--- config.mk ---
export PLATFORM = sky130hd
export DESIGN_NAME = dda_line_rasterizer_flat
export DESIGN_NICKNAME = d
export VERILOG_FILES = /design/src/sv/dda_pkg.sv /design/src/sv/dda_if.sv /design/src/sv/dda_fifo.sv /design/src/sv/dda_div.sv /design/src/sv/dda_front.sv /design/src/sv/dda_back.sv /design/src/sv/dda_line_rasterizer.sv /design/src/flat_wrapper.sv
export SDC_FILE = /design/constraint.sdc
export NUM_CORES = 1
export LEC_CHECK = 0
export ABC_AREA = 1
export BUFFER_PORTS_ARGS = -buffer_cell sky130_fd_sc_hd__buf_4
export CAP_MARGIN = 20
export CORE_MARGIN = 2
export CORE_UTILIZATION = 55
export DETAILED_ROUTE_END_ITERATION = 8
export MAX_ROUTING_LAYER = met4
export PLACE_DENSITY = 0.72
export SETUP_SLACK_MARGIN = 0.2
export SYNTH_ARGS = -nofsm -noshare
export SYNTH_HDL_FRONTEND = slang
export SYNTH_SLANG_ARGS = --single-unit
--- constraint.sdc ---
create_clock -name clk -period 5 [get_ports clk]
set_input_delay 0 -clock clk [delete_from_list [all_inputs] [get_ports clk]]
set_output_delay 0 -clock clk [all_outputs]
set_load 0.01 [all_outputs]
--- src/sv/dda_pkg.sv ---
// ----------------------------------------------------------------------------
// dda_pkg
// Shared constants for the DDA line rasterizer.
// ----------------------------------------------------------------------------
package dda_pkg;

    localparam int COORD_BITS_DEF = 11;
    localparam int FRAC_BITS_DEF  = 16;
    localparam int QUEUE_DEPTH    = 4;

    localparam logic FUNC_START = 1'b0;
    localparam logic FUNC_STEP  = 1'b1;

endpackage

--- src/sv/dda_if.sv ---
// ----------------------------------------------------------------------------
// dda_item_if / dda_pixel_if
// Valid/ready channels for input items and emitted pixels.
// ----------------------------------------------------------------------------
interface dda_item_if import dda_pkg::*; #(
    parameter int COORD_BITS = COORD_BITS_DEF
);
    logic                  valid;
    logic                  ready;
    logic                  func;
    logic [COORD_BITS-1:0] x_start;
    logic [COORD_BITS-1:0] y_start;
    logic [COORD_BITS-1:0] x_end;
    logic [COORD_BITS-1:0] y_end;

    modport source (output valid, func, x_start, y_start, x_end, y_end, input ready);
    modport sink   (input valid, func, x_start, y_start, x_end, y_end, output ready);
endinterface

interface dda_pixel_if import dda_pkg::*; #(
    parameter int COORD_BITS = COORD_BITS_DEF
);
    logic                  valid;
    logic                  ready;
    logic [COORD_BITS-1:0] pixel_x;
    logic [COORD_BITS-1:0] pixel_y;
    logic                  last_pixel;

    modport source (output valid, pixel_x, pixel_y, last_pixel, input ready);
    modport sink   (input valid, pixel_x, pixel_y, last_pixel, output ready);
endinterface

--- src/sv/dda_fifo.sv ---
// ----------------------------------------------------------------------------
// dda_fifo
// Small register queue between the front and back ends.
// ----------------------------------------------------------------------------
module dda_fifo import dda_pkg::*; #(
    parameter int WIDTH = 8,
    parameter int DEPTH = QUEUE_DEPTH
) (
    input  logic             clk,
    input  logic             rst_n,
    input  logic             wr_valid,
    output logic             wr_ready,
    input  logic [WIDTH-1:0] wr_data,
    output logic             rd_valid,
    input  logic             rd_ready,
    output logic [WIDTH-1:0] rd_data
);
    localparam int PTR_W = (DEPTH > 1) ? $clog2(DEPTH) : 1;
    localparam int CNT_W = $clog2(DEPTH + 1);

    logic [WIDTH-1:0] mem_reg [DEPTH];
    logic [PTR_W-1:0] wr_ptr_reg;
    logic [PTR_W-1:0] rd_ptr_reg;
    logic [CNT_W-1:0] count_reg;
    logic             push;
    logic             pop;

    assign wr_ready = (count_reg != CNT_W'(DEPTH));
    assign rd_valid = (count_reg != '0);
    assign rd_data  = mem_reg[rd_ptr_reg];
    assign push     = wr_valid && wr_ready;
    assign pop      = rd_valid && rd_ready;

    always_ff @(posedge clk)
    begin
        if (push)
        begin
            mem_reg[wr_ptr_reg] <= wr_data;
        end
    end

    always_ff @(posedge clk or negedge rst_n)
    begin
        if (!rst_n)
        begin
            wr_ptr_reg <= '0;
            rd_ptr_reg <= '0;
            count_reg  <= '0;
        end
        else
        begin
            if (push)
            begin
                wr_ptr_reg <= (wr_ptr_reg == PTR_W'(DEPTH - 1)) ? '0 : wr_ptr_reg + 1'b1;
            end
            if (pop)
            begin
                rd_ptr_reg <= (rd_ptr_reg == PTR_W'(DEPTH - 1)) ? '0 : rd_ptr_reg + 1'b1;
            end
            if (push && !pop)
            begin
                count_reg <= count_reg + 1'b1;
            end
            else if (pop && !push)
            begin
                count_reg <= count_reg - 1'b1;
            end
        end
    end
endmodule

--- src/sv/dda_div.sv ---
// ----------------------------------------------------------------------------
// dda_div
// Restoring divider for the slope: quotient = (num << FRAC_BITS) / den,
// with num <= den, one quotient bit per cycle.
// ----------------------------------------------------------------------------
module dda_div import dda_pkg::*; #(
    parameter int COORD_BITS = COORD_BITS_DEF,
    parameter int FRAC_BITS  = FRAC_BITS_DEF
) (
    input  logic                  clk,
    input  logic                  rst_n,
    input  logic                  start,
    input  logic [COORD_BITS-1:0] num,
    input  logic [COORD_BITS-1:0] den,
    output logic                  done,
    output logic [FRAC_BITS:0]    quot
);
    localparam int STEPS = FRAC_BITS + 1;
    localparam int CNT_W = $clog2(STEPS + 1);

    logic                  busy_reg;
    logic                  done_reg;
    logic [CNT_W-1:0]      cnt_reg;
    logic [COORD_BITS:0]   rem_reg;
    logic [COORD_BITS-1:0] den_reg;
    logic [FRAC_BITS:0]    quot_reg;
    logic                  ge;
    logic [COORD_BITS:0]   rem_sub;

    assign ge      = (rem_reg >= {1'b0, den_reg});
    assign rem_sub = ge ? rem_reg - {1'b0, den_reg} : rem_reg;
    assign done    = done_reg;
    assign quot    = quot_reg;

    always_ff @(posedge clk or negedge rst_n)
    begin
        if (!rst_n)
        begin
            busy_reg <= 1'b0;
            done_reg <= 1'b0;
            cnt_reg  <= '0;
            rem_reg  <= '0;
            den_reg  <= '0;
            quot_reg <= '0;
        end
        else
        begin
            done_reg <= 1'b0;
            if (start)
            begin
                busy_reg <= 1'b1;
                cnt_reg  <= CNT_W'(STEPS);
                rem_reg  <= {1'b0, num};
                den_reg  <= den;
                quot_reg <= '0;
            end
            else if (busy_reg)
            begin
                rem_reg  <= {rem_sub[COORD_BITS-1:0], 1'b0};
                quot_reg <= {quot_reg[FRAC_BITS-1:0], ge};
                cnt_reg  <= cnt_reg - 1'b1;
                if (cnt_reg == CNT_W'(1))
                begin
                    busy_reg <= 1'b0;
                    done_reg <= 1'b1;
                end
            end
        end
    end
endmodule

--- src/sv/dda_front.sv ---
// ----------------------------------------------------------------------------
// dda_front
// Accepts items; for a start item picks the major axis, orders the
// endpoints and forms the deltas handed to the back end.
// ----------------------------------------------------------------------------
module dda_front import dda_pkg::*; #(
    parameter int COORD_BITS = COORD_BITS_DEF
) (
    dda_item_if.sink                   item,
    output logic                       cmd_valid,
    input  logic                       cmd_ready,
    output logic [5*COORD_BITS+2:0]    cmd
);
    typedef struct packed {
        logic                  is_start;
        logic                  x_major;
        logic                  dmin_neg;
        logic [COORD_BITS-1:0] maj0;
        logic [COORD_BITS-1:0] maj1;
        logic [COORD_BITS-1:0] min0;
        logic [COORD_BITS-1:0] dmaj;
        logic [COORD_BITS-1:0] dmin;
    } cmd_t;

    cmd_t                cmd_w;
    logic [COORD_BITS:0] dx;
    logic [COORD_BITS:0] dy;
    logic [COORD_BITS:0] ndx;
    logic [COORD_BITS:0] ndy;
    logic [COORD_BITS-1:0] adx;
    logic [COORD_BITS-1:0] ady;
    logic                dx_neg;
    logic                dy_neg;

    assign dx     = {1'b0, item.x_end} - {1'b0, item.x_start};
    assign dy     = {1'b0, item.y_end} - {1'b0, item.y_start};
    assign ndx    = -dx;
    assign ndy    = -dy;
    assign dx_neg = dx[COORD_BITS];
    assign dy_neg = dy[COORD_BITS];
    assign adx    = dx_neg ? ndx[COORD_BITS-1:0] : dx[COORD_BITS-1:0];
    assign ady    = dy_neg ? ndy[COORD_BITS-1:0] : dy[COORD_BITS-1:0];

    always_comb
    begin
        cmd_w          = '0;
        cmd_w.is_start = (item.func == FUNC_START);
        cmd_w.x_major  = (ady <= adx);
        cmd_w.dmin_neg = dx_neg ^ dy_neg;
        if (cmd_w.x_major)
        begin
            cmd_w.maj0 = dx_neg ? item.x_end : item.x_start;
            cmd_w.maj1 = dx_neg ? item.x_start : item.x_end;
            cmd_w.min0 = dx_neg ? item.y_end : item.y_start;
            cmd_w.dmaj = adx;
            cmd_w.dmin = ady;
        end
        else
        begin
            cmd_w.maj0 = dy_neg ? item.y_end : item.y_start;
            cmd_w.maj1 = dy_neg ? item.y_start : item.y_end;
            cmd_w.min0 = dy_neg ? item.x_end : item.x_start;
            cmd_w.dmaj = ady;
            cmd_w.dmin = adx;
        end
    end

    assign cmd        = cmd_w;
    assign cmd_valid  = item.valid;
    assign item.ready = cmd_ready;
endmodule

--- src/sv/dda_back.sv ---
// ----------------------------------------------------------------------------
// dda_back
// Runs queued commands: loads a line (slope via dda_div) or steps it,
// emitting pixels through an output register.
// ----------------------------------------------------------------------------
module dda_back import dda_pkg::*; #(
    parameter int COORD_BITS = COORD_BITS_DEF,
    parameter int FRAC_BITS  = FRAC_BITS_DEF
) (
    input  logic                       clk,
    input  logic                       rst_n,
    input  logic                       cmd_valid,
    output logic                       cmd_ready,
    input  logic [5*COORD_BITS+2:0]    cmd,
    dda_pixel_if.source                pixel
);
    localparam int ACC_W  = COORD_BITS + FRAC_BITS;
    localparam int STEP_W = FRAC_BITS + 2;

    typedef struct packed {
        logic                  is_start;
        logic                  x_major;
        logic                  dmin_neg;
        logic [COORD_BITS-1:0] maj0;
        logic [COORD_BITS-1:0] maj1;
        logic [COORD_BITS-1:0] min0;
        logic [COORD_BITS-1:0] dmaj;
        logic [COORD_BITS-1:0] dmin;
    } cmd_t;

    typedef enum logic {S_RUN, S_DIV} state_t;

    cmd_t                  cmd_w;
    state_t                state_reg;
    logic                  active_reg;
    logic                  x_major_reg;
    logic                  neg_reg;
    logic [COORD_BITS-1:0] pos_reg;
    logic [COORD_BITS-1:0] stop_reg;
    logic [ACC_W-1:0]      accum_reg;     // biased by half an LSB for rounding
    logic [STEP_W-1:0]     step_reg;
    logic                  out_valid_reg;
    logic [COORD_BITS-1:0] out_x_reg;
    logic [COORD_BITS-1:0] out_y_reg;
    logic                  out_last_reg;

    logic                  out_free;
    logic                  pop;
    logic                  pop_start;
    logic                  emit;
    logic                  div_start;
    logic                  div_done;
    logic [FRAC_BITS:0]    div_quot;
    logic [STEP_W-1:0]     quot_ext;
    logic [COORD_BITS-1:0] pos_next;
    logic [ACC_W-1:0]      accum_next;
    logic [COORD_BITS-1:0] minor;
    logic                  last;

    assign cmd_w     = cmd;
    assign out_free  = !out_valid_reg || pixel.ready;
    assign cmd_ready = (state_reg == S_RUN) && (cmd_w.is_start || out_free);
    assign pop       = cmd_valid && cmd_ready;
    assign pop_start = pop && cmd_w.is_start;
    assign emit      = pop && !cmd_w.is_start && active_reg;
    assign div_start = pop_start && (cmd_w.dmaj != '0);

    assign quot_ext   = {1'b0, div_quot};
    assign pos_next   = pos_reg + 1'b1;
    assign accum_next = accum_reg + {{(COORD_BITS-2){step_reg[STEP_W-1]}}, step_reg};
    assign minor      = accum_next[ACC_W-1:FRAC_BITS];
    assign last       = (pos_next == stop_reg);

    dda_div #(
        .COORD_BITS (COORD_BITS),
        .FRAC_BITS  (FRAC_BITS)
    ) u_div (
        .clk   (clk),
        .rst_n (rst_n),
        .start (div_start),
        .num   (cmd_w.dmin),
        .den   (cmd_w.dmaj),
        .done  (div_done),
        .quot  (div_quot)
    );

    always_ff @(posedge clk or negedge rst_n)
    begin
        if (!rst_n)
        begin
            state_reg     <= S_RUN;
            active_reg    <= 1'b0;
            x_major_reg   <= 1'b0;
            neg_reg       <= 1'b0;
            pos_reg       <= '0;
            stop_reg      <= '0;
            accum_reg     <= '0;
            step_reg      <= '0;
            out_valid_reg <= 1'b0;
            out_x_reg     <= '0;
            out_y_reg     <= '0;
            out_last_reg  <= 1'b0;
        end
        else
        begin
            if (emit)
            begin
                out_valid_reg <= 1'b1;
            end
            else if (pixel.ready)
            begin
                out_valid_reg <= 1'b0;
            end
            unique case (state_reg)
                S_RUN:
                begin
                    if (pop_start)
                    begin
                        active_reg  <= 1'b0;
                        x_major_reg <= cmd_w.x_major;
                        neg_reg     <= cmd_w.dmin_neg;
                        pos_reg     <= cmd_w.maj0;
                        stop_reg    <= cmd_w.maj1;
                        accum_reg   <= {cmd_w.min0, 1'b1, {(FRAC_BITS-1){1'b0}}};
                        step_reg    <= '0;
                        if (div_start)
                        begin
                            state_reg <= S_DIV;
                        end
                    end
                    else if (emit)
                    begin
                        pos_reg       <= pos_next;
                        accum_reg     <= accum_next;
                        active_reg    <= !last;
                        out_x_reg     <= x_major_reg ? pos_next : minor;
                        out_y_reg     <= x_major_reg ? minor : pos_next;
                        out_last_reg  <= last;
                    end
                end
                S_DIV:
                begin
                    if (div_done)
                    begin
                        step_reg   <= neg_reg ? -quot_ext : quot_ext;
                        active_reg <= 1'b1;
                        state_reg  <= S_RUN;
                    end
                end
                default:
                begin
                    state_reg <= S_RUN;
                end
            endcase
        end
    end

    assign pixel.valid      = out_valid_reg;
    assign pixel.pixel_x    = out_x_reg;
    assign pixel.pixel_y    = out_y_reg;
    assign pixel.last_pixel = out_last_reg;

    a_div_done_in_div: assert property (@(posedge clk) disable iff (!rst_n)
        div_done |-> (state_reg == S_DIV))
        else $error("slope result arrived outside of line setup");

    a_active_short_of_stop: assert property (@(posedge clk) disable iff (!rst_n)
        active_reg |-> (pos_reg != stop_reg))
        else $error("active line already at its far endpoint");

    a_active_fall_cause: assert property (@(posedge clk) disable iff (!rst_n)
        $fell(active_reg) |-> ($past(pop_start) || $past(emit && last)))
        else $error("line dropped without a start or a last pixel");

    a_slope_bound: assert property (@(posedge clk) disable iff (!rst_n)
        div_done |-> (div_quot <= {1'b1, {FRAC_BITS{1'b0}}}))
        else $error("slope magnitude above one");
endmodule

--- src/sv/dda_line_rasterizer.sv ---
// ----------------------------------------------------------------------------
// dda_line_rasterizer
// DDA line rasterizer: start items load endpoints and a fixed-point slope,
// step items emit one pixel each along the major axis while a line is active.
//
//   channel  dir  handshake     payload
//   item     in   valid/ready   func, x_start, y_start, x_end, y_end
//   pixel    out  valid/ready   pixel_x, pixel_y, last_pixel
//
// Step items run at one per cycle while the pixel channel keeps up.
// A start item with distinct endpoints holds the back end while the
// bit-serial slope divider runs; the front keeps queueing items meanwhile.
// A 4-entry command queue separates front and back; the pixel register
// lets a new step proceed in the same cycle the previous pixel is taken.
// Reset (rst_n, async low) clears the line and empties the queue.
// ----------------------------------------------------------------------------
module dda_line_rasterizer import dda_pkg::*; #(
    parameter int COORD_BITS = COORD_BITS_DEF,
    parameter int FRAC_BITS  = FRAC_BITS_DEF
) (
    input  logic        clk,
    input  logic        rst_n,
    dda_item_if.sink    item,
    dda_pixel_if.source pixel
);
    localparam int CMD_W = 5 * COORD_BITS + 3;

    logic             fr_valid;
    logic             fr_ready;
    logic [CMD_W-1:0] fr_cmd;
    logic             bk_valid;
    logic             bk_ready;
    logic [CMD_W-1:0] bk_cmd;

    dda_front #(
        .COORD_BITS (COORD_BITS)
    ) u_front (
        .item      (item),
        .cmd_valid (fr_valid),
        .cmd_ready (fr_ready),
        .cmd       (fr_cmd)
    );

    dda_fifo #(
        .WIDTH (CMD_W),
        .DEPTH (QUEUE_DEPTH)
    ) u_queue (
        .clk      (clk),
        .rst_n    (rst_n),
        .wr_valid (fr_valid),
        .wr_ready (fr_ready),
        .wr_data  (fr_cmd),
        .rd_valid (bk_valid),
        .rd_ready (bk_ready),
        .rd_data  (bk_cmd)
    );

    dda_back #(
        .COORD_BITS (COORD_BITS),
        .FRAC_BITS  (FRAC_BITS)
    ) u_back (
        .clk       (clk),
        .rst_n     (rst_n),
        .cmd_valid (bk_valid),
        .cmd_ready (bk_ready),
        .cmd       (bk_cmd),
        .pixel     (pixel)
    );
endmodule

--- src/flat_wrapper.sv ---
// flat-port wrapper written by rule: the top's interface ports become plain ports
module dda_line_rasterizer_flat import dda_pkg::*;
#(
    parameter int COORD_BITS = COORD_BITS_DEF,
    parameter int FRAC_BITS  = FRAC_BITS_DEF
)
  (clk, rst_n, item_valid, item_func, item_x_start, item_y_start, item_x_end, item_y_end, item_ready, pixel_valid, pixel_pixel_x, pixel_pixel_y, pixel_last_pixel, pixel_ready);
  dda_item_if #(.COORD_BITS(COORD_BITS)) item_i ();
  dda_pixel_if #(.COORD_BITS(COORD_BITS)) pixel_i ();
  input  logic clk;
  input  logic rst_n;
  input wire logic [$bits(item_i.valid)-1:0] item_valid;
  input wire logic [$bits(item_i.func)-1:0] item_func;
  input wire logic [$bits(item_i.x_start)-1:0] item_x_start;
  input wire logic [$bits(item_i.y_start)-1:0] item_y_start;
  input wire logic [$bits(item_i.x_end)-1:0] item_x_end;
  input wire logic [$bits(item_i.y_end)-1:0] item_y_end;
  output wire logic [$bits(item_i.ready)-1:0] item_ready;
  output wire logic [$bits(pixel_i.valid)-1:0] pixel_valid;
  output wire logic [$bits(pixel_i.pixel_x)-1:0] pixel_pixel_x;
  output wire logic [$bits(pixel_i.pixel_y)-1:0] pixel_pixel_y;
  output wire logic [$bits(pixel_i.last_pixel)-1:0] pixel_last_pixel;
  input wire logic [$bits(pixel_i.ready)-1:0] pixel_ready;
  assign item_i.valid = item_valid;
  assign item_i.func = item_func;
  assign item_i.x_start = item_x_start;
  assign item_i.y_start = item_y_start;
  assign item_i.x_end = item_x_end;
  assign item_i.y_end = item_y_end;
  assign item_ready = item_i.ready;
  assign pixel_valid = pixel_i.valid;
  assign pixel_pixel_x = pixel_i.pixel_x;
  assign pixel_pixel_y = pixel_i.pixel_y;
  assign pixel_last_pixel = pixel_i.last_pixel;
  assign pixel_i.ready = pixel_ready;
  dda_line_rasterizer #(.COORD_BITS(COORD_BITS), .FRAC_BITS(FRAC_BITS)) u_core (.clk(clk), .rst_n(rst_n), .item(item_i), .pixel(pixel_i));
endmodule
==> results of run 1 <==
==> cell type report <==
class | count | area share
sequential | 381 | 0.453
multi-input combinational | 1718 | 0.383
clock buffer | 50 | 0.0467
timing repair buffer | 129 | 0.0463
inverter | 204 | 0.0330
tap | 511 | 0.0271
clock inverter | 25 | 0.00981
antenna | 2 | 0.000212
==> worst reg2reg max path, stage by stage (launching register included) <==
cell and delay, ns:
dfrtp_4 0.66, inv_2 0.58, buf_4 0.45, o21ai_0 0.13, o22ai_1 0.26, nor2_2 0.12, nand3_4 0.13, nand2_4 0.22
nand2_2 0.44, inv_2 0.19, nand2_1 0.15, nand3_1 0.08
==> repair_timing <==
action                                  CTS  global route
hold endpoints to repair                210             0
endpoints found under the setup margin    0             4
resized for setup                         0             7
hold buffers                             28             0
==> cells in the final DEF, fill, tap and decap left out, types with 5 or more instances in the layout <==
master,instances
o21ai_1,14
o21ai_2,12
xor2_1,37
nor3_1,22
ha_1,82
o22a_1,8
nor2_1,247
nand2_1,571
dlygate4sd3_1,28
or2_2,8
nor4_1,6
o211ai_1,37
dfrtp_1,147
o21bai_1,6
inv_2,9
a21oi_1,97
clkbuf_1,7
o22ai_1,32
inv_1,192
edfxtp_1,232
clkbuf_16,44
nand3_1,111
nand3b_1,9
xnor2_1,22
buf_4,97
nand4_1,28
a21o_1,7
fa_1,5
o21ai_0,291
nor2_4,5
a31oi_1,15
clkinv_1,11
==> layer usage <==
metal | GRT usage | part of all wire | up-vias
met2 | 0.462 | 0.47 | 712
met5 | - | 0 | -
met3 | 0.0569 | 0.085 | 86
li1 | - | - | 8389
met1 | 0.395 | 0.43 | 8169
met4 | 0.0923 | 0.021 | 0
==> path summary, 6_finish.rpt <==
kind / start / endpoint
max in group asynchronous: rst_n / u_core.u_back.u_div.cnt_reg[1]$_DFFE_PN0P_
worst max register to register: u_core.u_queue.rd_ptr_reg[0]$_DFFE_PN0P_ / u_core.u_back.u_div.rem_reg[5]$_DFFE_PN0P_
worst min-delay path: rst_n / u_core.u_back.pixel.pixel_x[5]$_DFFE_PN0P_
worst max-delay path: item_y_end[0] / u_core.u_queue.mem_reg[3][31]$_DFFE_PP_
worst min register to register: u_core.u_back.u_div.quot[3]$_DFFE_PN0P_ / u_core.u_back.u_div.quot[3]$_DFFE_PN0P_
min in group clk: item_y_start[7] / u_core.u_queue.mem_reg[0][51]$_DFFE_PP_
==> logic make-up (layout without fill, tap and decap cells) <==
group                    count (synthesis)  in the layout  share of synthesized area
buffers and inverters                  303            408                     0.0605
other                                    0              2                          0
adder cells (fa/ha/maj)                 87             87                     0.0537
AO/OA/AOI/OAI                          550            550                      0.150
XOR/XNOR                                59             59                     0.0246
flip-flops                             381            381                      0.510
AND/OR/NAND/NOR                       1022           1022                      0.201
==> power breakdown <==
part	switching [µW]	total, µW	internal (µW)
registers	584	5380	4790
clock network	1250	3030	1780
logic	4730	7010	2280
total	6560	15400	8850
==> per-stage QoR <==
| step | util | area, µm² | setup slack, ns | total power [µW] |
|---|---|---|---|---|
| after global placement | 0.584 | 21900 | 1.01 | 12100 |
| final | 0.628 | 23600 | 0.616 | 15400 |
| after CTS | 0.627 | 23600 | 0.492 | 15300 |
| after floorplan | - | 21000 | 1.36 | 10300 |
| after detailed placement | 0.584 | 21900 | 0.887 | 12300 |
| after global routing | 0.628 | 23600 | 0.191 | 16600 |
==> flow_summary_export.csv, run 1 <==
group,metric,value,unit
timing,tightest_slew,1.00,ns
placement,place_inst,2914,
synth,synth_area_leaders,"edfxtp_1 (33%), dfrtp_1 (18%), nand2_1 (10%), o21ai_0 (7.0%), ha_1 (4.9%)",
placement,dp_hpwl,38.9,mm
route,vias,17400,
critical_path,cp.required,5.38,ns
timing,fin_hold_ws,0.0253,ns
synth,yosysSeqAreaShare,0.510,
synth,synth_common_cells,"nand2_1 (571), o21ai_0 (292), nor2_1 (252)",
synth,synth_area,21000,µm²
synth,synthDistinctLibCells,59,
synth,synth_fp_nets,2538,
timing,slew_headroom,0.330,
critical_path,cp.arrival,4.76,ns
clock_tree,clkTransAtPathRegs,0.06,ns
critical_path,r2r_slack,1.50,ns
global_routing,overflow,0,
clock_tree,clock_latency,0.56,ns
timing,fin_crit,4.38,ns
synth,syn_inst,2402,
run,max_cap_violations,0,
timing,fmax,228,MHz
die,die-area,39700,µm²
synth,yosysTopAreaCell,"edfxtp_1",
route,viasPerCell,5.75,
clock_tree,post-cts-setup-buffer-count,0,
clock_tree,cts_buffers,41,
cells_and_area,largest_register_ffs,232,
power_and_ir_drop,p_leak,0.0102,µW
timing,setup_viol,0,
power_and_ir_drop,power.density_cell_area,653,nW/µm²
placement,place_congestion,1.01,
global_routing,grt_max_degree,79,
die,die_h,199,µm
route,drtIter0Drc,1584,
synth,ys_ff_latch,381,
timing,hold_viol_final,0,
global_routing,grt_pass1_vias,16500,
clock_tree,clock_path_buffers,3,
die,core,37600,µm²
route,antenna_left,0,
cells_and_area,ff_latch_area,10700,µm²
critical_path,cp-start-kind,"input port",
placement,io_buffers,73,
power_and_ir_drop,ir_worst_vdd,0.000348,V
timing,slew_viol_final,0,
timing,finalSetupTns,0,ns
clock_tree,tritoncts,"done",
synth,synth_edf_count,232,
timing,rsz0062_at_grt,"false",
run_status,status,"complete, no violations",
synth,synthArstFlopShare,0.391,
critical_path,cp_max_fo,36,
clock_tree,cts.sinks,381,
critical_path,r2r_cells,11,
clock_tree,h-tree-depth,2,
cells_and_area,multi_input_area,9050,µm²
die,pin_count,74,
route,wl,56.3,mm
timing,clock_skew,0.0183,ns
cells_and_area,drive_gt1_frac,0.0866,
synth,yosys.area.top_type_share,0.332,
critical_path,crit_slowest_cell,"dlygate4sd3_1",
die,start_util,0.558,
die,rows,71,
critical_path,critical-path-top-delay-family,"buffers and inverters",
route,drcViolationCount,0,
synth,avgSynthCellArea,8.73,µm²
timing,finalCritPeriodShare,0.877,
cells_and_area,syn2layout_area_growth,12.5,%
critical_path,cp.depth,25,
route,dr.pass1.iters,6,
synth,yosysMostFrequentCell,"nand2_1",
min_path,hold_path_class,"in2async",
cells_and_area,fillers,3213,
route,routedWlPerCell,18.6,µm
global_routing,antenna_found_initial,2,
global_routing,grt_pass1_wl,87.8,mm
cells_and_area,layoutNonFillerInstCount,3020,
critical_path,critical-path-max-stage-delay,0.57,ns
critical_path,path_class,"in2reg",
critical_path,cp_common_cell,"nand3_1",
synth,synth_ff_type,"edfxtp_1",
cells_and_area,final_nets,2611,
critical_path,path_buf_inv,6,
synth,ys_warn_count,0,
clock_tree,cts_root_buf,"clkbuf_16",
global_routing,grtUsageTotal,0.297,
die,die_x,199,µm
critical_path,endpoint_kind,"flip-flop",
Note: power is estimated with default switching activity, not from simulation.
==> run 2, diff against run 1 <==
CTS_BUF_LIST = sky130_fd_sc_hd__clkbuf_16   (was not set)
==> run 2 against run 1 <==
Combinational power hardly changed; critical path depth stayed put; clock power hardly changed; die area stayed put; register-to-register slack hardly changed; total power hardly changed; wire length hardly changed; sequential cell count stayed put; global-route usage stayed put; fmax is 0.25% higher.
==> flow_summary_export.csv, run 2 (synthesis results as in run 1) <==
group,metric,value,unit
route,wl,56.2,mm
cells_and_area,final_cell_mix,"nand2_1 (571), o21ai_0 (291), nor2_1 (247), edfxtp_1 (232), inv_1 (199)",
die,rows,71,
critical_path,path_class,"in2reg",
critical_path,cp.arrival,4.75,ns
timing,finalSetupTns,0,ns
global_routing,grt_max_degree,79,
global_routing,grtUsageTotal,0.297,
route,wl_met2,26.1,mm
critical_path,crit_slowest_cell,"dlygate4sd3_1",
die,start_util,0.558,
power_and_ir_drop,p_leak,0.0102,µW
placement,io_buffers,73,
global_routing,grt_pass1_vias,16500,
timing,finalCritPeriodShare,0.875,
timing,tightest_slew,1.00,ns
cells_and_area,syn2layout_area_growth,12.5,%
clock_tree,clock_path_buffers,3,
route,dr.pass1.iters,6,
critical_path,cp.required,5.37,ns
route,drtIter0Drc,1589,
placement,dp_hpwl,38.9,mm
clock_tree,h-tree-depth,2,
run,max_cap_violations,0,
clock_tree,tritoncts,"done",
global_routing,antenna_found_initial,2,
cells_and_area,final_nets,2611,
critical_path,path_buf_inv,6,
timing,slew_headroom,0.329,
critical_path,cp_max_fo,36,
min_path,hold_path_class,"in2async",
global_routing,overflow,0,
run_status,status,"complete, no violations",
placement,place_congestion,1.01,
die,die_x,199,µm
cells_and_area,largest_register_ffs,232,
critical_path,cp_common_cell,"nand3_1",
route,vias,17300,
cells_and_area,postLayoutCellArea,23600,µm²
timing,clock_skew,0.0177,ns
timing,setup_viol,0,
clock_tree,clock_latency,0.56,ns
route,drt-met1-wl,24.3,mm
die,pin_count,74,
timing,hold_viol_final,0,
route,routed.top_layer,"met4",
critical_path,cp-start-kind,"input port",
critical_path,critical-path-top-delay-family,"buffers and inverters",
timing,fmax,229,MHz
die,die_h,199,µm
cells_and_area,layout_commonest_cell,"nand2_1",
timing,slew_viol_final,0,
die,core,37600,µm²
placement,place_area,21900,µm²
timing,fin_crit,4.37,ns
clock_tree,post-cts-setup-buffer-count,0,
clock_tree,cts_buffers,41,
power_and_ir_drop,power.density_cell_area,653,nW/µm²
clock_tree,clkTransAtPathRegs,0.06,ns
clock_tree,cts.sinks,381,
die,die-area,39700,µm²
critical_path,critical-path-max-stage-delay,0.57,ns
timing,rsz0062_at_grt,"false",
clock_tree,cts_root_buf,"clkbuf_16",
global_routing,grt_pass1_wl,87.8,mm
route,wl_met3,4.51,mm
route,drcViolationCount,0,
cells_and_area,drive_gt1_frac,0.0866,
power_and_ir_drop,ir_worst_vdd,0.000346,V
critical_path,endpoint_kind,"flip-flop",
route,viasPerCell,5.74,
cells_and_area,fillers,3213,
route,routedWlPerCell,18.6,µm
route,antenna_left,0,
## run 2: changes by cell type in the layout (fill, tap and decap cells not counted)
cell / previous run / this run
clkbuf_1: 7 / 0
inv_1: 192 / 199
## run 2: worst register-to-register path, stage by stage, from the launching register on
cell	delay, ns
dfrtp_4	0.66
inv_2	0.57
buf_4	0.45
o21ai_0	0.13
o22ai_1	0.26
nor2_2	0.12
nand3_4	0.12
nand2_4	0.22
nand2_2	0.44
inv_2	0.19
nand2_1	0.15
nand3_1	0.08
## run 2: cell type report
class | instances | area (µm²) | share of cell area
sequential | 381 | 10700 | 0.453
multi-input combinational | 1718 | 9050 | 0.383
timing repair buffer | 129 | 1090 | 0.0463
clock buffer | 43 | 1080 | 0.0456
inverter | 204 | 778 | 0.0330
tap | 511 | 639 | 0.0271
clock inverter | 32 | 258 | 0.0109
antenna | 2 | 5.00 | 0.000212
## run 2: stage by stage
| step | cells | utilization | worst slack (ns) | power (µW) | hold slack [ns] |
|---|---|---|---|---|---|
| after floorplan | 2402 | - | 1.36 | 10300 | -0.296 |
| after global placement | 2914 | 0.584 | 1.01 | 12100 | 0.0707 |
| after detailed placement | 2914 | 0.584 | 0.887 | 12300 | 0.0820 |
| after CTS | 3017 | 0.627 | 0.492 | 15300 | 0.0186 |
| after global routing | 3020 | 0.628 | 0.191 | 16600 | 0.0778 |
| final | 3020 | 0.628 | 0.627 | 15400 | 0.0291 |
## run 2: what timing repair did
item | CTS | global route
setup endpoints to repair | 0 | 4
hold endpoints to repair | 210 | 0
gates resized for setup | 0 | 7
hold buffers | 28 | 0
## run 2: routing by layer
metal  vias up  track usage
met5         -            -
met4         0       0.0923
met3        98       0.0569
met2       681        0.462
met1      8176        0.395
li1       8391            -
## run 2: path summary, 6_finish.rpt
path	endpoint	start	slack, ns	depth (start not counted)
worst max-delay path	u_core.u_queue.mem_reg[3][31]$_DFFE_PP_	item_y_end[0]	0.63	25
worst min-delay path	u_core.u_back.pixel.pixel_x[5]$_DFFE_PN0P_	rst_n	0.03	2
worst max register to register	u_core.u_back.u_div.rem_reg[5]$_DFFE_PN0P_	u_core.u_queue.rd_ptr_reg[0]$_DFFE_PN0P_	1.51	11
worst min register to register	u_core.u_back.u_div.quot[3]$_DFFE_PN0P_	u_core.u_back.u_div.quot[3]$_DFFE_PN0P_	0.48	2
max in group asynchronous	u_core.u_back.u_div.cnt_reg[1]$_DFFE_PN0P_	rst_n	4.12	3
min in group clk	u_core.u_queue.mem_reg[0][51]$_DFFE_PP_	item_y_start[7]	0.05	5
## run 2: power breakdown
group | total [µW] | internal, µW | leakage, µW | switching, µW
combinational | 7010 | 2280 | 0.00559 | 4730
clock | 3010 | 1760 | 0.000674 | 1250
sequential | 5380 | 4790 | 0.00398 | 584
total | 15400 | 8840 | 0.0102 | 6560
==> run 3, diff against run 2 <==
CAP_MARGIN = not set   (was 20)
CORE_ASPECT_RATIO = 1.4   (was not set)
==> run 3 against run 2 <==
Sequential share of layout area is 0.42 points higher; fmax is 5.0% higher; non-clock buffer count is 6 lower; worst hold slack better by 0.019 ns; critical path depth stayed put; global-route usage decreased by 1.5 points; first-iteration DRC count is 11% lower; core utilization down 0.66 points; total power down 1.7%; critical endpoint is now u_core.u_queue.mem_reg[2][26]$_DFFE_PP_; largest power group unchanged.
==> flow_summary_export.csv, run 3 (synthesis results as in run 1) <==
group,metric,value,unit
run_status,status,"complete, no violations",
global_routing,grtUsageTotal,0.282,
cells_and_area,layoutNonFillerInstCount,2969,
cells_and_area,fin_util,0.621,
cells_and_area,final_nets,2602,
placement,place_congestion,0.973,
global_routing,grt_pass1_vias,16700,
critical_path,path_class,"in2reg",
clock_tree,clock_path_buffers,3,
route,wl_met3,3.02,mm
clock_tree,clkTransAtPathRegs,0.06,ns
min_path,worst_hold_path.endpoint,"u_core.u_queue.mem_reg[1][27]$_DFFE_PP_",
power_and_ir_drop,ir_worst_vdd,0.000320,V
die,die_x,169,µm
die,pin_count,74,
critical_path,cp-start-kind,"input port",
route,wl_met2,27.1,mm
die,start_util,0.558,
clock_tree,h-tree-depth,2,
timing,hold_viol_final,0,
route,routed.top_layer,"met4",
global_routing,grt_pass1_wl,86.5,mm
critical_path,r2r-end,"u_core.u_back.u_div.quot[0]$_DFFE_PN0P_",
route,drcViolationCount,0,
placement,dp_hpwl,37.7,mm
min_path,hold_depth,5,
placement,io_buffers,73,
clock_tree,cts_buffers,38,
cells_and_area,layout_commonest_cell,"nand2_1",
placement,place_ws,0.904,ns
cells_and_area,final_cell_mix,"nand2_1 (571), o21ai_0 (292), nor2_1 (248), edfxtp_1 (232), inv_1 (199)",
clock_tree,cts_root_buf,"clkbuf_16",
global_routing,grt_max_degree,94,
cells_and_area,syn2layout_area_growth,11.4,%
timing,rsz0062_at_grt,"false",
die,rows,84,
critical_path,cp_max_fo,88,
timing,fmax,240,MHz
die,core,37600,µm²
power_and_ir_drop,power.density_cell_area,647,nW/µm²
route,viasPerCell,5.82,
timing,slew_viol_final,0,
timing,fin_crit,4.17,ns
route,wl,54.5,mm
die,die_h,235,µm
timing,slew_headroom,0.386,
timing,setup_slack,0.834,ns
timing,setup_viol,0,
critical_path,r2r_cells,10,
die,die-area,39700,µm²
critical_path,regToRegStartpoint,"u_core.u_queue.rd_ptr_reg[0]$_DFFE_PN0P_",
placement,place_inst,2873,
route,routedWlPerCell,18.3,µm
min_path,hold_path_class,"in2reg",
global_routing,overflow,0,
clock_tree,tritoncts,"done",
clock_tree,clock_latency,0.55,ns
clock_tree,cts.sinks,381,
global_routing,antenna_found_initial,0,
timing,finalSetupTns,0,ns
cells_and_area,drive_gt1_frac,0.0837,
power_and_ir_drop,p_leak,0.0102,µW
cells_and_area,diodes,0,
timing,tightest_slew,0.921,ns
route,drtIter0Drc,1418,
route,antenna_left,0,
cells_and_area,largest_register_ffs,232,
route,dr.pass1.iters,5,
min_path,hp-start,"item_x_start[5]",
timing,finalCritPeriodShare,0.833,
run,max_cap_violations,0,
critical_path,r2r_slack,1.33,ns
critical_path,cp.required,5.27,ns
timing,clock_skew,0.0248,ns
route,drt-met1-wl,21.9,mm
route,vias,17300,
critical_path,cp.arrival,4.43,ns
critical_path,endpoint_kind,"flip-flop",
[run 3: changes by cell type in the layout (fill, tap and decap cells not counted), sizes merged]
cell,delta
clkinv,-1
dlygate4sd3,-2
buf,-3
diode,-2
clkinvlp,-2
clkbuf,-5
bufinv,+1
inv,+1
[run 3: timing repair]
item	CTS	global route
hold buffers	26	0
resized for setup	0	0
endpoints found under the hold margin	223	0
setup buffers	0	0
[run 3: final cells by class]
| class | instances | area, µm² |
|---|---|---|
| inverters | 204 | 773 |
| clock buffers | 39 | 976 |
| flip-flops and latches | 381 | 10700 |
| clock inverters | 31 | 289 |
| well taps | 473 | 592 |
| fillers | 3154 | 14200 |
| multi-input cells | 1718 | 9040 |
| repair buffers | 123 | 1000 |
[run 3: per-layer routing]
metal / up-vias / global-route usage
li1: 8334 / -
met4: 0 / 0.124
met1: 8214 / 0.349
met5: - / -
met3: 132 / 0.0261
met2: 606 / 0.473
[run 3: power by group]
part           leakage (µW)  switching, µW  internal (µW)
clock network      0.000649           1220           1680
logic               0.00555           4580           2230
registers           0.00398            628           4790
total                0.0102           6430           8700
[run 3: critical path, cell delays in order]
cell	delay, ns
dlygate4sd3_1	0.53
buf_4	0.15
ha_1	0.21
fa_1	0.43
inv_1	0.07
nand3_1	0.06
nand2_1	0.14
xor2_1	0.44
nor2_1	0.13
nand3_1	0.13
nor2_1	0.07
nand2_1	0.11
nand2_1	0.05
nand2_1	0.11
nand2_1	0.06
ha_1	0.29
nand2_1	0.08
nor2_1	0.20
nand3_1	0.11
o2111ai_1	0.10
nand2_1	0.11
inv_2	0.08
buf_12	0.29
o211ai_1	0.15
o21ai_0	0.27
[run 3: worst max-delay path by stage]
stage | cells after the start | startpoint | end | slack [ns]
2_1_floorplan | 4 | u_core.u_queue.count_reg[0]$_DFFE_PN0P_ | u_core.u_queue.mem_reg[0][0]$_DFFE_PP_ | 1.36
3_3_place_gp | 25 | item_x_end[0] | u_core.u_queue.mem_reg[3][26]$_DFFE_PP_ | 1.01
3_5_place_dp | 25 | item_x_end[0] | u_core.u_queue.mem_reg[3][26]$_DFFE_PP_ | 0.90
4_1_cts | 25 | item_x_start[0] | u_core.u_queue.mem_reg[0][26]$_DFFE_PP_ | 0.97
5_1_grt | 25 | item_x_start[0] | u_core.u_queue.mem_reg[2][29]$_DFFE_PP_ | 0.56
6_report | 25 | item_x_start[0] | u_core.u_queue.mem_reg[2][26]$_DFFE_PP_ | 0.83
[run 3: through the flow]
stage	cell area, µm²	power, µW	hold slack [ns]
after global routing	23400	16200	0.0610
after CTS	23400	15100	0.0232
final	23400	15100	0.0481
after detailed placement	21900	12200	0.155
after global placement	21900	12000	0.152
after floorplan	21000	10300	-0.296
